<file path="src/design/rgb_to_cie_xy_assert.svh">
// ----------------------------------------------------------------------------
// rgb_to_cie_xy assertion macros
// shared assertion forms for the colour pipeline
// ----------------------------------------------------------------------------
`ifndef RGB_TO_CIE_XY_ASSERT_SVH
`define RGB_TO_CIE_XY_ASSERT_SVH

// checked outside reset
`define RCX_ASSERT(lbl, prop, msg) \
  lbl: assert property (@(posedge clk) disable iff (rst) prop) else $error(msg);

// checked through reset as well
`define RCX_ASSERT_RST(lbl, prop, msg) \
  lbl: assert property (@(posedge clk) prop) else $error(msg);

`endif

</file>
<file path="src/design/rcx_pkg.sv">
// ----------------------------------------------------------------------------
// rcx_pkg
// constants, curve table and pipeline word type for rgb_to_cie_xy
// ----------------------------------------------------------------------------
`default_nettype none

package rcx_pkg;

  localparam int CHROMA_SCALE_BITS = 16;
  localparam int QBITS = CHROMA_SCALE_BITS + 1;
  localparam int LIN_W = 17;
  localparam int COEF_W = 16;
  localparam int PROD_W = LIN_W + COEF_W;
  localparam int SUM_W = 34;
  localparam int REM_W = SUM_W + QBITS + 1;
  localparam int OUT_W = 16;

  localparam longint LIM_RAW = (64'd1 << CHROMA_SCALE_BITS) - 64'd2;
  localparam logic [OUT_W-1:0] LIM = (LIM_RAW > 64'd65534) ? 16'd65534 : OUT_W'(LIM_RAW);

  typedef logic [COEF_W-1:0] coef_row_t [3];
  typedef coef_row_t coef_mat_t [3];
  localparam coef_mat_t COEF = '{
    '{16'd27027, 16'd23436, 16'd11829},
    '{16'd13933, 16'd46871, 16'd4732},
    '{16'd1265,  16'd7812,  16'd62292}
  };

  typedef logic [LIN_W-1:0] lin_tab_t [256];

  function automatic lin_tab_t build_lin_tab();
    lin_tab_t tab;
    logic [63:0] cv, t, s, lo, hi, mid, r2, r4, p, l;
    for (int c = 0; c < 256; c++) begin
      cv = 64'(c);
      if (c <= 10) begin
        tab[c] = LIN_W'((cv * 64'd655360 + 64'd16473) / 64'd32946);
      end else begin
        t = ((cv * 64'd1000 + 64'd14025) << 30) / 64'd269025;
        s = (t * t) >> 30;
        lo = 64'd0;
        hi = 64'd1 << 30;
        for (int k = 0; k < 32; k++) begin
          if (lo < hi) begin
            mid = lo + ((hi - lo + 64'd1) >> 1);
            r2 = (mid * mid) >> 30;
            r4 = (r2 * r2) >> 30;
            p = (r4 * mid) >> 30;
            if (p <= s) lo = mid;
            else hi = mid - 64'd1;
          end
        end
        l = (s * lo) >> 30;
        tab[c] = LIN_W'((l + (64'd1 << 13)) >> 14);
      end
    end
    return tab;
  endfunction

  localparam lin_tab_t LIN_TAB = build_lin_tab();

  typedef struct packed {
    logic             valid;
    logic             zero;
    logic [REM_W-1:0] rem_x;
    logic [REM_W-1:0] rem_y;
    logic [REM_W-1:0] dsh;
    logic [QBITS-1:0] q_x;
    logic [QBITS-1:0] q_y;
  } div_word_t;

endpackage

`default_nettype wire

</file>
<file path="src/design/rcx_cell.sv">
// ----------------------------------------------------------------------------
// rcx_cell
// one quotient bit of the x and y division, registered
// ----------------------------------------------------------------------------
`default_nettype none

module rcx_cell
  import rcx_pkg::*;
(
  input  wire logic      clk,
  input  wire logic      rst,
  input  wire logic      en,
  input  wire div_word_t d_in,
  output div_word_t      d_out
);

  logic ge_x, ge_y;
  div_word_t w_next;

  always_comb begin
    ge_x = d_in.rem_x >= d_in.dsh;
    ge_y = d_in.rem_y >= d_in.dsh;
    w_next = d_in;
    w_next.rem_x = ge_x ? d_in.rem_x - d_in.dsh : d_in.rem_x;
    w_next.rem_y = ge_y ? d_in.rem_y - d_in.dsh : d_in.rem_y;
    w_next.dsh = d_in.dsh >> 1;
    w_next.q_x = {d_in.q_x[QBITS-2:0], ge_x};
    w_next.q_y = {d_in.q_y[QBITS-2:0], ge_y};
  end

  always_ff @(posedge clk) begin
    if (rst) begin
      d_out.valid <= 1'b0;
    end else if (en) begin
      d_out <= w_next;
    end
  end

endmodule

`default_nettype wire
</file>
<file path="config.mk">
export PLATFORM = sky130hd
export DESIGN_NAME = rcx_cell
export DESIGN_NICKNAME = d
export VERILOG_FILES = /design/src/design/rgb_to_cie_xy_assert.svh /design/src/design/rcx_pkg.sv /design/src/design/rcx_cell.sv
export SDC_FILE = /design/constraint.sdc
export NUM_CORES = 1
export LEC_CHECK = 0
export BUFFER_PORTS_ARGS = -buffer_cell sky130_fd_sc_hd__clkbuf_2
export CORE_ASPECT_RATIO = 0.75
export CORE_MARGIN = 3
export CORE_UTILIZATION = 49
export CTS_CLUSTER_DIAMETER = 40
export DETAILED_ROUTE_END_ITERATION = 8
export GPL_TIMING_DRIVEN = 0
export PLACE_DENSITY = 0.76
export SETUP_SLACK_MARGIN = 0.4
export SYNTH_ARGS = -nofsm -noshare
export SYNTH_HDL_FRONTEND = slang
export SYNTH_SLANG_ARGS = --single-unit
</file>
<file path="constraint.sdc">
create_clock -name clk -period 14.1 [get_ports clk]
set_clock_uncertainty 0.2 [all_clocks]
set_input_delay 2.115 -clock clk [delete_from_list [all_inputs] [get_ports clk]]
set_output_delay 2.115 -clock clk [all_outputs]
set_load 0.03 [all_outputs]
</file>
==> metrics <==
summed area of non-filler cells in the final layout=around 16,000 sq um; unrepaired setup endpoints after global routing=no; PostCTS Resize Cnt=0; Synth Net Count=~1,600; clock root buffer master=sky130_fd_sc_hd__clkbuf_16; Peak VDD IR=84.89 uV; part of the cycle the worst path needs=between 40% and 50%; total core area=25,520 sq um; share of power burned in combinational logic=around 33%; fraction of final layout cells with drive strength greater than 1=a little under a third; Max stage delay on crit path=0.50 ns; slew at the pin closest to its max-slew limit=between 0.7 and 0.8 ns; post-DR vias/cell=between 5 and 6; setup bufs post-CTS=0; predominant post-synthesis flop cell=sky130_fd_sc_hd__edfxtp_1; wire length of the first global-routing pass=63,740 um; number of synthesized register bits=roughly 190; worst min-delay path endpoint=d_out[191]; average detailed-routed wire length per instance=21.02 um; instance area after placement=roughly 15,000 sq um; leakage power of the design=about 0.0073 uW; peak fanout along the critical path=10; GRT met1 Usage=between 40% and 50%; area enclosed by the die boundary=roughly 29,000 sq um; cell breakdown of the critical path=clkbuf_2 -> inv_1 -> ha_1 -> a21oi_1 -> o211ai_1 -> o21a_1 -> o21a_1 -> a2111o_1 -> a31oi_4 -> o21ai_2 -> o21ai_4 -> clkbuf_1 -> o21ai_0; number of standard-cell rows in the floorplan=50; total iterations of the first detailed-routing run=7; category of the most critical setup path=in -> reg; Hold Crit Start=d_out[191]; max-cap viol count=0; Worst Hold Depth=2; outcome=finished, final reports clean; leftover overflow at the end of global routing=0; shortest clock period the worst path allows after layout=5.750 ns; power spent charging and discharging nets=~650 uW; flip-flop count of the largest register after layout=~190; proportion of netlist area held by the largest area contributor=43.87%; internal cell power=about 1100 uW; switching part of the total power=between 30 and 40%; die height=roughly 150 um; via total after detailed routing=11,730; Yosys warnings=0; GRT Overall Usage=between 20% and 30%; clock sinks=191; met3 track demand over resource in global routing=between 7 and 8%; GR met2 Demand/Resource=a little under half; busiest metal layer after global routing=met2; total wire length after detailed routing=around 43,000 um; Max stage delay cell, worst path=sky130_fd_sc_hd__a2111o_1; number of remaining DRC errors=0; hold-fix buffers at CTS=0; clock-pin slew on the worst setup and hold paths=about 0.080 ns; pin count of the biggest net entering global routing=38; largest cells by area after synthesis=sky130_fd_sc_hd__edfxtp_1 (44%), sky130_fd_sc_hd__ha_1 (10%), sky130_fd_sc_hd__mux2_2 (4.2%); most repeated cell in the gate-level netlist after synthesis=sky130_fd_sc_hd__edfxtp_1; endpoint of the worst register-to-register path=d_out[191]; Setup TNS Final=0 ns; Worst path most repeated cell=sky130_fd_sc_hd__o21a_1; Post-Syn Instances=1,269; kind of start point of the critical path=input pin; part of the Yosys area used for sequential elements=roughly 44%; max frequency=~0.17 GHz; beginning of the worst register-to-register path=d_out[191]; H-tree depth=4; insertion delay to the later sink of the worst-skew pair=around 0.45 ns; cell area after synthesis=13,010 sq um; Tot Pwr=approximately 1800 uW; die outline width=a little under 200 um; final core utilization=between 60% and 70%; antenna violations before repair=4; data arrival time of the critical path=~5.7 ns; worst hold path type=reg -> reg; total power divided by cell area=roughly 110 nW/um^2; Initial DRC Count=between 1,000 and 1,500; I/O pin count=slightly below 400; relative slew slack=about 51%; Biggest register=d_out; depth of the worst register-to-register path=2; CTS tree=yes; Post-synth EDFFs=190; share of power burned in registers=just under 40%; final net count=between 1,500 and 2,000; cts bufs inserted=17; registers with the highest flip-flop counts=d_out: 191 flops; post-detailed-placement half-perimeter wirelength=34,950 um; Final Slew Violations=0; share of power burned in the clock network=27.7%; number of buffers added on ports=around 380; P&R area growth vs syn=23.44%; nature of the critical path endpoint=register; via count of the first global-routing pass=between 10,000 and 15,000; syn avg cell area=roughly 10 sq um; R2R setup slack=13.32 ns; cell taking the most area after synthesis=sky130_fd_sc_hd__edfxtp_1; Final Wtd Congestion=0.8954; leading cell types by count after synthesis=sky130_fd_sc_hd__edfxtp_1 (190), sky130_fd_sc_hd__nand2_1 (125), sky130_fd_sc_hd__ha_1 (104); worst endpoint required time=between 10 and 15 ns; Fill cells=2,185; final-report setup violation count=0; number of failing hold endpoints at the final stage=0; library cells used by synthesis=slightly below 80; worst hold margin=approximately 0.31 ns; Post-synth ARST share=0%; effective utilization at floorplan=50.96%; buffer levels on the longest clock path=2; post-route ant nets=0
[routing by layer]
layer | wire length [um] | share of wire [%]
met5 | 19 | 0.045
met3 | 3609 | 8.5
met2 | 19020 | 45
met1 | 19090 | 45
met4 | 941 | 2.2
[cells by family (layout without fill, tap and decap cells)]
kind of cell / count (synthesis) / in the layout / synth area share [%]
AO/OA/AOI/OAI: 393 / 393 / 19.68
AND/OR/NAND/NOR: 312 / 312 / 11.39
flip-flops: 191 / 191 / 44.02
buffers and inverters: 122 / 542 / 3.877
adder cells (fa/ha/maj): 106 / 106 / 10.31
XOR/XNOR: 91 / 91 / 6.128
multiplexers: 53 / 53 / 4.560
other: 1 / 4 / 0.02883
[worst max-delay path, delay by kind of cell]
kind / cells / cell delay, ns
compound gates: 9 / 2.60
buf+inv: 3 / 0.65
fa+ha+maj: 1 / 0.35
[layout make-up]
type | count | area [sq um] | area share (%)
flip-flops and latches | 191 | 5725 | 35.66
well taps | 338 | 422.9 | 2.634
repair buffers | 388 | 2017 | 12.56
diodes | 3 | 7.507 | 0.04676
plain buffers | 40 | 196.4 | 1.224
inverters | 82 | 307.8 | 1.917
multi-input cells | 956 | 6784 | 42.25
clock inverters | 14 | 165.2 | 1.029
clock buffers | 18 | 429.2 | 2.673
[power by group through the flow]
stage          combinational [uW]  sequential (uW)  clock, uW
3_3_place_gp                  571              726          0
2_1_floorplan                 308              819          0
4_1_cts                       586              704        502
5_1_grt                       639              708        529
6_report                      592              704        498
3_5_place_dp                  582              717          0
[placed cells by master (no fill, tap or decap), drive strengths merged, types with 6 or more instances in the layout]
| cell type | n |
|---|---|
| and2 | 11 |
| nand2b | 11 |
| or3 | 6 |
| o21bai | 14 |
| xnor2 | 58 |
| inv | 89 |
| clkinv | 7 |
| a21oi | 99 |
| edfxtp | 190 |
| nor2b | 11 |
| and3 | 10 |
| o21a | 18 |
| nor3 | 23 |
| nor2 | 51 |
| o211ai | 9 |
| a21o | 70 |
| ha | 104 |
| mux2 | 50 |
| clkbuf | 427 |
| nand4 | 15 |
| xor2 | 33 |
| a31oi | 17 |
| buf | 19 |
| nand2 | 125 |
| o31ai | 12 |
| o21ai | 100 |
| nand3 | 28 |
| a211oi | 12 |
[per-stage QoR]
stage / std cells / setup slack [ns]
floorplan: 1269 / 2.604
global placement: 1990 / -0.9128
detailed placement: 1995 / 7.897
CTS: 2027 / 8.371
global route: 2030 / 8.131
finish: 2030 / 8.350
[how the worst max path moves through the flow]
stage | start | cells after the start | endpoint
floorplan | rst | 1 | d_out[0]
global placement | en | 2 | d_out[129]
detailed placement | d_in[34] | 16 | d_out[115]
CTS | d_in[34] | 16 | d_out[115]
global route | d_in[86] | 17 | d_out[115]
finish | d_in[43] | 13 | d_out[148]
Note: power is estimated with default switching activity, not from simulation.
